`config.mk`:
```
export PLATFORM = sky130hd
export DESIGN_NAME = vfc_front
export DESIGN_NICKNAME = d
export VERILOG_FILES = /design/src/sv/vfc_pkg.sv /design/src/sv/vfc_fifo.sv /design/src/sv/vfc_front.sv
export SDC_FILE = /design/constraint.sdc
export NUM_CORES = 1
export LEC_CHECK = 0
export ABC_AREA = 0
export BUFFER_PORTS_ARGS = -buffer_cell sky130_fd_sc_hd__buf_2
export CAP_MARGIN = 25
export CORE_MARGIN = 1.5
export CORE_UTILIZATION = 45
export DETAILED_ROUTE_END_ITERATION = 12
export SETUP_SLACK_MARGIN = 0.2
export SLEW_MARGIN = 20
export SYNTH_ARGS = -nofsm -noshare
export SYNTH_HDL_FRONTEND = slang
export SYNTH_SLANG_ARGS = --single-unit
```
`constraint.sdc`:
```
create_clock -name clk -period 2.7 [get_ports clk]
set_clock_uncertainty 0.05 [all_clocks]
set_input_delay 0 -clock clk [delete_from_list [all_inputs] [get_ports clk]]
set_output_delay 0 -clock clk [all_outputs]
set_load 0.03 [all_outputs]
```
`src/sv/vfc_pkg.sv`:
```
package vfc_pkg;

    localparam int COORD_W    = 4;
    localparam int ID_W       = 6;
    localparam int SIDE_W     = 3;
    localparam int SIDE_COUNT = 6;
    localparam int MASK_W     = 64;

    // side codes, also the bit positions of the open-side mask
    localparam logic [SIDE_W-1:0] SIDE_LEFT  = 3'd0;
    localparam logic [SIDE_W-1:0] SIDE_RIGHT = 3'd1;
    localparam logic [SIDE_W-1:0] SIDE_UP    = 3'd2;
    localparam logic [SIDE_W-1:0] SIDE_DOWN  = 3'd3;
    localparam logic [SIDE_W-1:0] SIDE_FRONT = 3'd4;
    localparam logic [SIDE_W-1:0] SIDE_BACK  = 3'd5;

    localparam logic OP_WRITE   = 1'b0;
    localparam logic OP_EXAMINE = 1'b1;

    typedef struct packed {
        logic               opcode;
        logic [COORD_W-1:0] cell_x;
        logic [COORD_W-1:0] cell_y;
        logic [COORD_W-1:0] cell_z;
        logic [ID_W-1:0]    block_id;
    } in_item_t;

    typedef struct packed {
        logic [COORD_W-1:0] face_x;
        logic [COORD_W-1:0] face_y;
        logic [COORD_W-1:0] face_z;
        logic [SIDE_W-1:0]  face_side;
        logic               last_face;
    } out_item_t;

    typedef enum logic {
        CMD_WRITE   = 1'b0,
        CMD_EXAMINE = 1'b1
    } cmd_kind_t;

    // classified command passed from front to back
    typedef struct packed {
        cmd_kind_t          kind;
        logic [COORD_W-1:0] x;
        logic [COORD_W-1:0] y;
        logic [COORD_W-1:0] z;
        logic [ID_W-1:0]    id;
    } cmd_t;

endpackage

```
`src/sv/vfc_fifo.sv`:
```
module vfc_fifo #(
    parameter int WIDTH = 8,
    parameter int DEPTH = 4
) (
    input  logic             clk,
    input  logic             rst_n,
    input  logic             push,
    input  logic [WIDTH-1:0] din,
    output logic             full,
    input  logic             pop,
    output logic [WIDTH-1:0] dout,
    output logic             empty
);

    localparam int PW = $clog2(DEPTH);

    logic [WIDTH-1:0] entry_reg [DEPTH];
    logic [PW-1:0]    wr_ptr_reg, wr_ptr_next;
    logic [PW-1:0]    rd_ptr_reg, rd_ptr_next;
    logic [PW:0]      count_reg, count_next;
    logic             do_push, do_pop;

    assign full    = (count_reg == (PW+1)'(DEPTH));
    assign empty   = (count_reg == '0);
    assign do_push = push && !full;
    assign do_pop  = pop && !empty;
    assign dout    = entry_reg[rd_ptr_reg];

    always_comb
    begin
        wr_ptr_next = wr_ptr_reg;
        rd_ptr_next = rd_ptr_reg;
        count_next  = count_reg;
        if (do_push)
        begin
            wr_ptr_next = (wr_ptr_reg == PW'(DEPTH-1)) ? '0 : wr_ptr_reg + 1'b1;
        end
        if (do_pop)
        begin
            rd_ptr_next = (rd_ptr_reg == PW'(DEPTH-1)) ? '0 : rd_ptr_reg + 1'b1;
        end
        if (do_push && !do_pop)
        begin
            count_next = count_reg + 1'b1;
        end
        else if (do_pop && !do_push)
        begin
            count_next = count_reg - 1'b1;
        end
    end

    always_ff @(posedge clk or negedge rst_n)
    begin
        if (!rst_n)
        begin
            wr_ptr_reg <= '0;
            rd_ptr_reg <= '0;
            count_reg  <= '0;
        end
        else
        begin
            wr_ptr_reg <= wr_ptr_next;
            rd_ptr_reg <= rd_ptr_next;
            count_reg  <= count_next;
        end
    end

    always_ff @(posedge clk)
    begin
        if (do_push)
        begin
            entry_reg[wr_ptr_reg] <= din;
        end
    end

endmodule

```
`src/sv/vfc_front.sv`:
```
module vfc_front #(
    parameter int GRID_SIDE = 16
) (
    input  logic            clk,
    input  logic            rst_n,
    input  logic            push,
    input  vfc_pkg::in_item_t item,
    output logic            full,
    output vfc_pkg::cmd_t   cmd,
    output logic            cmd_valid,
    input  logic            cmd_pop
);

    import vfc_pkg::*;

    localparam int CMD_DEPTH = 4;

    cmd_t cmd_in;
    logic in_grid;
    logic q_push;
    logic q_empty;

    // items with a coordinate past the grid are taken and dropped
    assign in_grid = ({28'd0, item.cell_x} < 32'(GRID_SIDE)) &&
                     ({28'd0, item.cell_y} < 32'(GRID_SIDE)) &&
                     ({28'd0, item.cell_z} < 32'(GRID_SIDE));

    always_comb
    begin
        cmd_in.kind = (item.opcode == OP_EXAMINE) ? CMD_EXAMINE : CMD_WRITE;
        cmd_in.x    = item.cell_x;
        cmd_in.y    = item.cell_y;
        cmd_in.z    = item.cell_z;
        cmd_in.id   = item.block_id;
    end

    assign q_push = push && !full && in_grid;

    vfc_fifo #(
        .WIDTH ($bits(cmd_t)),
        .DEPTH (CMD_DEPTH)
    ) u_cmd_q (
        .clk   (clk),
        .rst_n (rst_n),
        .push  (q_push),
        .din   (cmd_in),
        .full  (full),
        .pop   (cmd_pop),
        .dout  (cmd),
        .empty (q_empty)
    );

    assign cmd_valid = !q_empty;

endmodule

```
# Word-level counts from Yosys, hierarchy flattened

Memory sizes are Yosys's and may differ from the RTL's.
Index checks and enable logic that the tools add are counted.
W data, S select, Z words.

Reductions and logical operators: 11
Add/sub/neg operators: 4
Eq/ne operators: 3
Muxes and demuxes: 7

Operators with widths:

| cell                  | count |
|---|---|
| $mux W3               | 2 |
| $logic_and A1 B1 Y1   | 5 |
| $add A2 B1 Y2 const B | 2 |
| $eq A2 B2 Y1 const B  | 2 |
| $logic_not A1 Y1      | 4 |
| $mux W2               | 2 |
| $add A3 B1 Y3 const B | 1 |
| $eq A3 B3 Y1 const B  | 1 |
| $logic_not A3 Y1      | 1 |
| $mux W1               | 3 |
| $sub A3 B1 Y3 const B | 1 |
| $reduce_bool A2 Y1    | 1 |

Output and inout port bits: 21
Flip-flop bits (word level): 7
Bits of input ports: 23
Memories kept: 1
Memory bits (writable): 76

Memories:

| name              | depth | width | rd ports | clocked after memory_dff | wr ports | line           | RTL |
|---|---|---|---|---|---|---|---|
| u_cmd_q.entry_reg | 4     | 19    | 1        | 0                        | 1        | vfc_fifo.sv:17 | `logic [WIDTH-1:0] entry_reg [DEPTH];` |

# Logic depth before layout (Yosys ltp)

Gate-level depths: netlist (run 1).

Word-level depth: 8
Gate-level depth with buffers: 9

# Cells and area by module

A second synthesis (run 1) with hierarchy kept.

Cell total of the unflattened synthesis: 138
Area total of the unflattened synthesis: 3,195.6 um^2

By module, submodules not included:

| module    | cells each | sequential area each (um^2) | times used | area an instance (um^2) |
|---|---|---|---|---|
| vfc_fifo  | 136        | 2,457.4                     | 1          | 3,178.0 |
| vfc_front | 2          | 0.0                         | 1          | 17.5 |

# Least setup slack after synthesis (run 1)

OpenSTA, ideal clock, no wires.

Path kind: reg2reg
Start: register u_cmd_q.count_reg[1]
End: register u_cmd_q.count_reg[1]
Stages on the path, launching flop included: 8
Library setup time: 0.125 ns
Path slack: 0.582 ns
Arrival time: 1.944 ns
Period minus slack after synthesis: 2.118 ns
Cell sequence: dfrtp_1 nor3b_4 nor2b_2 buf_6 ha_1 inv_1 fa_1 mux2_2

Elaborated cells between the ends (all ways): 16

RTL lines:

| element                   | line                            | RTL |
|---|---|---|
| start, declared           | vfc_fifo.sv:20                  | `logic [PW:0] count_reg, count_next;` |
| start signal, assigned    | vfc_fifo.sv:64                  | `count_reg <= count_next;` |
| $eq A3 B3 Y1 (*)          | vfc_fifo.sv:23                  | `assign full = (count_reg == (PW+1)'(DEPTH));` |
| net full                  | vfc_front.sv:8                  | `output logic full,` |
| $logic_not A1 Y1 (*)      | vfc_fifo.sv:25, vfc_front.sv:37 |  |
| $logic_and A1 B1 Y1       | vfc_front.sv:37                 | `assign q_push = push && !full && in_grid;` |
| $logic_and A1 B1 Y1 (*)   | vfc_fifo.sv:25                  | `assign do_push = push && !full;` |
| net u_cmd_q.do_push       | vfc_fifo.sv:21                  | `logic do_push, do_pop;` |
| $logic_and A1 B1 Y1 (*)   | vfc_fifo.sv:42                  | `if (do_push && !do_pop)` |
| $mux W3 (*)               | vfc_fifo.sv:42                  |  |
| net u_cmd_q.count_next[1] | vfc_fifo.sv:20                  |  |

The timed path passes the listed nets; every way through them passes the cells marked *. The select of a mux whose other input is x is not followed.
A chain may end at the register's enable or synchronous reset.

# Worst setup path after layout (run 1)

Start: register u_cmd_q.count_reg[0]
End: register u_cmd_q.count_reg[2]

Longest elaborated chain between the ends: 7
Elaborated cells between the ends (all ways): 16

RTL lines:

| element |
|---|
| branches (longest 7 deep; another with $sub A3 B1 Y3) |

Parallel ways; which one is timed is not known. The select of a mux whose other input is x is not followed.

==> impl_metrics.json, run 1 <==
{
  "worstSetupStartpoint": "u_cmd_q.count_reg[0]",
  "clkSlewWorstSetupHoldPaths_ps": 80,
  "htree_levels": 3,
  "multiInputGateArea_um2": 704,
  "setup_viol": 0,
  "cp_max_fo": 4,
  "startpoint_type": "register",
  "grt_pass1_vias": 1656,
  "postSynthAreaPerCell_um2": 23.6,
  "setup_tns_ps": 0,
  "drive_gt1_share_pct": 42.1,
  "finalNetCount": 239,
  "arrival_ps": 2390,
  "synthToLayoutAreaGrowth_pct": 23.9,
  "maxCapViolCount": 0,
  "core_area_mm2": 0.00683,
  "rows": 30,
  "ys_seq_area_share_pct": 76.6,
  "route.vias.total": 1535,
  "antenna_cells": 0,
  "finalCriticalPeriod_ps": 2170,
  "dp_cells": 272,
  "cts.sinks": 83,
  "ios": 44,
  "grt_max_degree": 20,
  "start_util_pct": 47.0,
  "antenna_found_initial": 0,
  "synth_common_cells": "edfxtp_1, mux4_2, dfrtp_1, ha_1, and2_2",
  "slew_headroom_pct": 63.3,
  "cts-root-buf": "clkbuf_8",
  "overflow": 0,
  "yosys.area.top_type_share_pct": 71.1,
  "numCtsBuffers": 9,
  "hpwl_um": 3240,
  "cts_tree": "built",
  "syn_area_mm2": 0.00321,
  "critPathTopFamily": "simple AND/OR/NAND/NOR gates",
  "die_w_um": 87.4,
  "synth_edf_count": 76,
  "cp.required_ps": 2920,
  "yosysWarnings": 0,
  "status": "finished clean",
  "drtAntennaViolNets": 0,
  "hold_class": "input port to register",
  "ctsHoldBuffers": 22,
  "ys_ff_latch": 83,
  "rsz0062_at_grt": "false",
  "register_area_mm2": 0.00246,
  "syn-instance-count": 136,
  "worst_pin_slew_ps": 551,
  "synth_top_area_cell": "edfxtp_1",
  "grt_usage_pct": 15.4,
  "yosys.cell_types.count": 21,
  "largest_reg_flops": 76,
  "vias_per_cell": 4.95,
  "power_density_mw_per_mm2": 1110,
  "hold_violations": 0,
  "crit_type": "register to register",
  "worst_setup_path_end_kind": "register",
  "wl_per_cell_um": 16.7,
  "fmax_mhz": 461,
  "slowest_delay_ps": 470,
  "dr.pass1.iters": 4,
  "clock_latency_ps": 340,
  "drt-total-wl_um": 5180,
  "slew_viol_final": 0,
  "async_flop_share_pct": 8.43,
  "p_leak_nw": 1.42,
  "place_congestion": 0.672,
  "route.detailed.drc": 0,
  "r2r-start": "u_cmd_q.count_reg[0]",
  "cts_setup_buffers": 0,
  "die_h_um": 87.4,
  "ys_top_cells_by_area": "edfxtp_1, mux4_2, dfrtp_1, ha_1, and2_2",
  "synth_flop_cell": "edfxtp_1",
  "nFillCells": 559,
  "dieArea_mm2": 0.00764,
  "ir_drop_mv": 0.631,
  "placed_area_mm2": 0.00354,
  "yosysMostFrequentCell": "edfxtp_1",
  "final_cell_area_mm2": 0.00397,
  "crit_top_cell": "xor2_1",
  "grt_pass1_wl_um": 8270,
  "slowest_stage": "dfrtp_1",
  "ctsResizeCount": 0,
  "path_buf_inv": 1,
  "instances_no_fill": 310,
  "period_share_pct": 80.4,
  "cts_max_path_buffers": 2,
  "cp_cell_sequence": "or3_4, nand2_4, ha_1, inv_1, fa_1, xor2_1, nor2_1, xor2_1",
  "drtIter0Drc": 82,
  "syn_nets": 166,
  "hp-start": "push",
  "port_buffers": 43
}
[cells by family after synthesis]
logic type	count (synthesis)	share of synthesized area (%)
xor+xnor	3	0.819
fa+ha+maj	7	2.96
buf+inv	8	1.44
flops	83	76.6
mux	24	15.3
simple gates	11	2.85
[stage by stage]
step	hold slack [ps]	setup slack (ps)	total power [mW]	util, %
final	123	529	4.40	58.2
after global routing	139	388	4.62	58.2
after CTS	112	525	4.46	58.2
after detailed placement	-205	542	3.49	51.8
after global placement	-212	645	3.42	51.8
after floorplan	-346	582	3.04	-
[path summary, 6_finish.rpt]
| check | endpoint | cells after the start | slack (ps) |
|---|---|---|---|
| hold / removal | u_cmd_q.wr_ptr_reg[1] | 3 | 120 |
| setup reg to reg | u_cmd_q.count_reg[2] | 8 | 530 |
| max in group asynchronous | u_cmd_q.rd_ptr_reg[1] | 3 | 1800 |
| hold reg to reg | u_cmd_q.count_reg[2] | 1 | 460 |
| setup / recovery | u_cmd_q.count_reg[2] | 8 | 530 |
| min in group asynchronous | u_cmd_q.wr_ptr_reg[0] | 3 | 560 |
[per-layer routing]
metal / global-route usage [%] / routed length (um) / part of all wire, % / vias up
met3: 4.93 / 193 / 3.7 / 11
met5: 0 / 0 / 0 / -
met2: 26.0 / 2760 / 53 / 35
met1: 18.4 / 2140 / 41 / 792
met4: 6.06 / 86 / 1.7 / 0
li1: - / - / - / 697
[placed cells by master, fill, tap and decap left out, drive strengths merged]
cell type / Yosys / layout
and2: 4 / 4
buf: 4 / 45
bufinv: 0 / 2
clkbuf: 1 / 10
clkinv: 0 / 3
clkinvlp: 0 / 1
dfrtp: 7 / 7
dlygate4sd3: 0 / 22
edfxtp: 76 / 76
fa: 1 / 1
ha: 6 / 6
inv: 3 / 3
mux2: 5 / 5
mux4: 19 / 19
nand2: 1 / 1
nor2: 3 / 3
nor2b: 1 / 1
nor3b: 1 / 1
or3: 1 / 1
xnor2: 1 / 1
xor2: 2 / 2
[report_power, final]
part           leakage (nW)  switching, mW  total, mW  internal, mW
clock network         0.106          0.430      0.953         0.522
logic                 0.539          0.913       1.57         0.659
registers             0.778          0.159       1.87          1.71
total                  1.42           1.50       4.40          2.89
[worst reg2reg max path, stage by stage (launching register included)]
cell,delay (ps)
dfrtp_1,470
or3_4,420
nand2_4,90
ha_1,200
inv_1,70
fa_1,390
xor2_1,160
nor2_1,110
xor2_1,150
[final cells by class]
class | count | area share, %
flip-flops and latches | 83 | 61.8
multi-input cells | 45 | 17.7
well taps | 96 | 3.02
clock buffers | 10 | 3.21
inverters | 3 | 0.283
clock inverters | 6 | 2.27
repair buffers | 67 | 11.6
Note: power is estimated with default switching activity, not from simulation.
==> run 2, diff against run 1 <==
--- a/config.mk
+++ b/config.mk
@@ -5,7 +5,7 @@
 export SDC_FILE = /design/constraint.sdc
 export NUM_CORES = 1
 export LEC_CHECK = 0
-export ABC_AREA = 0
+export ABC_AREA = 1
 export BUFFER_PORTS_ARGS = -buffer_cell sky130_fd_sc_hd__buf_2
 export CAP_MARGIN = 25
 export CORE_MARGIN = 1.5
==> constraint.sdc (replaced) <==
create_clock -name clk -period 2.2 [get_ports clk]
set_clock_uncertainty 0.05 [all_clocks]
set_input_delay 0 -clock clk [delete_from_list [all_inputs] [get_ports clk]]
set_output_delay 0 -clock clk [all_outputs]
set_load 0.03 [all_outputs]
==> impl_metrics.json, run 2 <==
{
  "status": "finished clean",
  "drive_gt1_share_pct": 26.9,
  "layout_commonest_cell": "edfxtp_1",
  "largest_reg_flops": 76,
  "yosysWarnings": 0,
  "slowest_stage": "dfrtp_1",
  "hpwl_um": 3840,
  "power_density_mw_per_mm2": 1320,
  "setup_viol": 0,
  "yosys.cell_types.count": 20,
  "final_cell_area_mm2": 0.00437,
  "setup_tns_ps": 0,
  "synth_common_cells": "edfxtp_1, nand2_1, inv_1, o211ai_1, o211ai_2",
  "wl_per_cell_um": 13.3,
  "finalWorstSetupSlack_ps": 355,
  "finalCriticalPeriod_ps": 1840,
  "die_w_um": 92.3,
  "arrival_ps": 2050,
  "maxCapViolCount": 0,
  "drtIter0Drc": 97,
  "p_sw_mw": 2.41,
  "ir_drop_mv": 0.544,
  "synthAdderAreaFrac_pct": 2.65,
  "antenna_cells": 0,
  "port_buffers": 43,
  "grt_pass1_vias": 2003,
  "antenna_found_initial": 0,
  "yosys.area.top_type_share_pct": 63.6,
  "comb_power_share_pct": 42.8,
  "syn_nets": 311,
  "place_congestion": 0.688,
  "clkSlewWorstSetupHoldPaths_ps": 90,
  "cts-root-buf": "clkbuf_8",
  "synth_top_area_cell": "edfxtp_1",
  "slowest_delay_ps": 430,
  "cts.sinks": 83,
  "syn_area_mm2": 0.00359,
  "route.detailed.drc": 0,
  "route.vias.total": 2151,
  "synth-xor-area-share_pct": 0.244,
  "ys_ff_latch": 83,
  "ios": 44,
  "fmax_mhz": 542,
  "worst_pin_slew_ps": 593,
  "start_util_pct": 46.5,
  "power_frac_clock_pct": 17.7,
  "postSynthAreaPerCell_um2": 12.8,
  "worst_hold_slack_ps": 339,
  "ys_seq_area_share_pct": 68.5,
  "grt_max_degree": 33,
  "slew_headroom_pct": 60.4,
  "synth_compound_area_share_pct": 10.7,
  "core_area_mm2": 0.00773,
  "rows": 32,
  "cp.required_ps": 2410,
  "period_share_pct": 83.9,
  "slew_viol_final": 0,
  "preCtsSetupSlack_ps": 382,
  "htree_levels": 3,
  "crit_type": "register to register",
  "async_flop_share_pct": 8.43,
  "p_leak_nw": 1.83,
  "placed_area_mm2": 0.00396,
  "worst_setup_path_end_kind": "register",
  "startpoint_type": "register",
  "synth_flop_cell": "edfxtp_1",
  "dr.pass1.iters": 4,
  "critPathTopFamily": "simple AND/OR/NAND/NOR gates",
  "overflow": 0,
  "cp_cell_sequence": "inv_2, nand3_1, nand2_2, ha_1, inv_1, fa_1, nand2_1, nand3_1, nand2_1, nand2_1",
  "synth_top_family_by_area": "compound AO/OA/AOI/OAI gates",
  "finalNetCount": 386,
  "clock_latency_ps": 360,
  "die_h_um": 92.3,
  "sequentialPowerShare_pct": 39.5,
  "path_buf_inv": 2,
  "cp_max_fo": 4,
  "synthToLayoutAreaGrowth_pct": 21.9,
  "vias_per_cell": 4.65,
  "drt-total-wl_um": 6160,
  "final_cell_mix": "edfxtp_1, nand2_1, inv_1",
  "numCtsBuffers": 9,
  "final_util_pct": 56.6,
  "synthMuxAreaShare_pct": 0,
  "yosysMostFrequentCell": "edfxtp_1",
  "cts_max_path_buffers": 2,
  "rsz0062_at_grt": "false",
  "cts_tree": "built",
  "dieArea_mm2": 0.00852,
  "grt_pass1_wl_um": 9780,
  "power.share.switching_pct": 42.0,
  "synth-simple-area-share_pct": 9.31,
  "drtAntennaViolNets": 0,
  "syn-instance-count": 281,
  "hold_class": "input port to register",
  "crit_top_cell": "nand2_1",
  "synth_edf_count": 76,
  "hold_violations": 0,
  "p_int_mw": 3.34,
  "grt_usage_pct": 15.7,
  "ys_top_cells_by_area": "edfxtp_1, nand2_1, o211ai_2, inv_1, dfrtp_1"
}
## run 2: stage by stage
step	power, mW	instances
after floorplan	4.14	281
after global placement	4.75	424
after detailed placement	4.78	424
after CTS	5.83	463
after global routing	6.12	463
final	5.75	463
## run 2: logic make-up after synthesis
kind of cell	after synthesis
AOI/OAI and AO/OA	39
adders and majority gates	7
xor gates and xnor gates	1
DFF	83
and+or+nand+nor	86
buffers and inverters	65
## run 2: what timing repair did
action	in CTS	in global routing
hold buffers	23	0
gates resized for setup	0	1
setup buffers	0	0
setup endpoints to repair	0	1
endpoints found under the hold margin	87	0
## run 2: worst paths after layout
check                                startpoint  cells past startpoint                 endpoint  slack [ps]
max                        u_cmd_q.count_reg[0]                     10     u_cmd_q.count_reg[2]         360
min                                     item[8]                      2  u_cmd_q.entry_reg[1][8]         340
max reg2reg                u_cmd_q.count_reg[0]                     10     u_cmd_q.count_reg[2]         360
min reg2reg                u_cmd_q.count_reg[2]                      2     u_cmd_q.count_reg[2]         470
max in group asynchronous                 rst_n                      3    u_cmd_q.rd_ptr_reg[0]        1280
min in group asynchronous                 rst_n                      3     u_cmd_q.count_reg[0]         540
## run 2: area by class of cell
cell class | instances | area (um2)
repair buffers | 76 | 571
well taps | 102 | 128
flip-flops and latches | 83 | 2460
clock inverters | 7 | 58.8
fillers | 642 | 3350
inverters | 53 | 199
multi-input cells | 133 | 836
clock buffers | 9 | 124
## run 2: power by group through the flow
stage,Sequential (mW),Combinational [mW],Clock (mW)
finish,2.27,2.46,1.02
global route,2.31,2.71,1.10
CTS,2.28,2.51,1.04
detailed placement,2.31,2.47,0
global placement,2.30,2.45,0
floorplan,2.23,1.91,0
## run 2: routing by layer
layer	part of all wire [%]	vias to the layer above	GRT usage [%]
met5	0	-	0
met4	1.5	0	6.15
met3	3.7	10	4.84
met2	48	42	25.2
met1	46	995	19.8
li1	-	1104	-
==> run 3, diff against run 2 <==
==> constraint.sdc (replaced) <==
create_clock -name clk -period 1.9 [get_ports clk]
set_clock_uncertainty 0.05 [all_clocks]
set_input_delay 0 -clock clk [delete_from_list [all_inputs] [get_ports clk]]
set_output_delay 0 -clock clk [all_outputs]
set_load 0.03 [all_outputs]
==> impl_metrics.json, run 3 (synthesized netlist as in run 2, its figures left out) <==
{
  "finalNetCount": 397,
  "slew_viol_final": 0,
  "antenna_found_initial": 0,
  "power.share.switching_pct": 40.2,
  "comb_power_share_pct": 44.3,
  "route.detailed.drc": 0,
  "largest_reg_flops": 76,
  "drtAntennaViolNets": 0,
  "dieArea_mm2": 0.00852,
  "status": "finished clean",
  "placed_area_mm2": 0.00397,
  "finalWorstSetupSlack_ps": 222,
  "p_int_mw": 4.27,
  "busiest_layer": "met2",
  "arrival_ps": 1870,
  "sequentialPowerShare_pct": 36.1,
  "finalCriticalPeriod_ps": 1680,
  "power_density_mw_per_mm2": 1570,
  "rows": 32,
  "ir_drop_mv": 0.802,
  "use_met3_pct": 4.27,
  "p_sw_mw": 2.87,
  "layout_commonest_cell": "edfxtp_1",
  "numCtsBuffers": 9,
  "route.vias.total": 2209,
  "preCtsSetupSlack_ps": 98.7,
  "cts_tree": "built",
  "cts-root-buf": "clkbuf_8",
  "hold_class": "input port to register",
  "power_frac_clock_pct": 19.6,
  "synthToLayoutAreaGrowth_pct": 26.5,
  "drive_gt1_share_pct": 32.3,
  "dr.pass1.iters": 4,
  "slew_headroom_pct": 75.9,
  "nFillCells": 633,
  "clkSlewWorstSetupHoldPaths_ps": 90,
  "hold_violations": 0,
  "cts.sinks": 83,
  "maxCapViolCount": 0,
  "hpwl_um": 3860,
  "die_h_um": 92.3,
  "vias_per_cell": 4.66,
  "grt_util_met1_pct": 21.8,
  "final_util_pct": 58.7,
  "overflow": 0,
  "ios": 44,
  "htree_levels": 3,
  "worst_setup_path_end_kind": "register",
  "final_cell_area_mm2": 0.00454,
  "clock_latency_ps": 350,
  "grt_usage_pct": 16.4,
  "grt_pass1_wl_um": 10400,
  "setup_tns_ps": 0,
  "start_util_pct": 46.5,
  "setup_viol": 0,
  "drtIter0Drc": 130,
  "worst_pin_slew_ps": 360,
  "crit_type": "register to register",
  "fmax_mhz": 596,
  "p_leak_nw": 1.91,
  "grt_pass1_vias": 2120,
  "use_met2_pct": 25.9,
  "drt-total-wl_um": 6420,
  "cts_max_path_buffers": 2,
  "antenna_cells": 0,
  "cp.required_ps": 2090,
  "period_share_pct": 88.3,
  "startpoint_type": "register",
  "place_congestion": 0.722,
  "rsz0062_at_grt": "true",
  "die_w_um": 92.3,
  "final_cell_mix": "edfxtp_1, nand2_1, inv_1",
  "wl_per_cell_um": 13.5,
  "port_buffers": 43,
  "grt_max_degree": 49,
  "cp_max_fo": 3,
  "core_area_mm2": 0.00773
}
run 3: cell count changes in the layout (fill, tap and decap cells not counted), sizes merged:
cell      delta
buf         +10
clkinvlp     -3
bufinv       +2
clkinv       +2
clkbuf       +1
inv          -1
run 3: final timing paths:
kind | from | endpoint | slack, ps | cells after the start
setup reg to reg | u_cmd_q.count_reg[2] | u_cmd_q.count_reg[2] | 220 | 10
min in group asynchronous | rst_n | u_cmd_q.count_reg[1] | 560 | 3
hold reg to reg | u_cmd_q.wr_ptr_reg[1] | u_cmd_q.wr_ptr_reg[1] | 490 | 2
setup / recovery | u_cmd_q.count_reg[2] | u_cmd_q.count_reg[2] | 220 | 10
hold / removal | item[7] | u_cmd_q.entry_reg[0][7] | 340 | 2
max in group asynchronous | rst_n | u_cmd_q.rd_ptr_reg[0] | 950 | 3
run 3: final cells by class:
class                   instances  area [um2]  share of cell area (%)
clock buffers                   9         124                    2.73
clock inverters                 7        98.8                    2.18
inverters                      53         204                    4.49
multi-input cells             133         893                    19.7
flip-flops and latches         83        2460                    54.2
well taps                     102         128                    2.81
repair buffers                 87         631                    13.9
run 3: per-stage QoR:
step | hold WS (ps) | total power [mW] | cells
3_3_place_gp | -202 | 5.50 | 425
3_5_place_dp | -199 | 5.55 | 425
5_1_grt | 344 | 7.61 | 474
2_1_floorplan | -346 | 4.84 | 281
6_report | 341 | 7.14 | 474
4_1_cts | 326 | 7.09 | 469
run 3: layer usage:
| layer | vias to the layer above | wire length [um] |
|---|---|---|
| met2 | 45 | 2990 |
| met3 | 8 | 332 |
| met1 | 1028 | 3010 |
| met5 | - | 0 |
| li1 | 1128 | - |
| met4 | 0 | 90 |
run 3: power groups by stage:
stage | Sequential [mW] | Combinational [mW] | Clock (mW)
finish | 2.58 | 3.16 | 1.40
global route | 2.61 | 3.49 | 1.50
CTS | 2.58 | 3.09 | 1.43
detailed placement | 2.66 | 2.89 | 0
global placement | 2.65 | 2.85 | 0
floorplan | 2.59 | 2.25 | 0
run 3: repair_timing:
action / CTS / global route
setup endpoints to repair: 21 / 5
buffers inserted: 5 / 5
hold endpoints to repair: 87 / 0
hold buffers: 23 / 0
gates resized for setup: 5 / 10
gates cloned: 0 / 0
pin swaps: 1 / 11
run 3: worst max-delay path, cell delays in order (launching register included):
cell	delay (ps)
dfrtp_1	440
inv_2	110
nand3_4	80
nand2_4	90
ha_4	140
inv_4	40
fa_2	350
inv_2	70
nand2_2	60
nand4_1	80
nand2_1	60
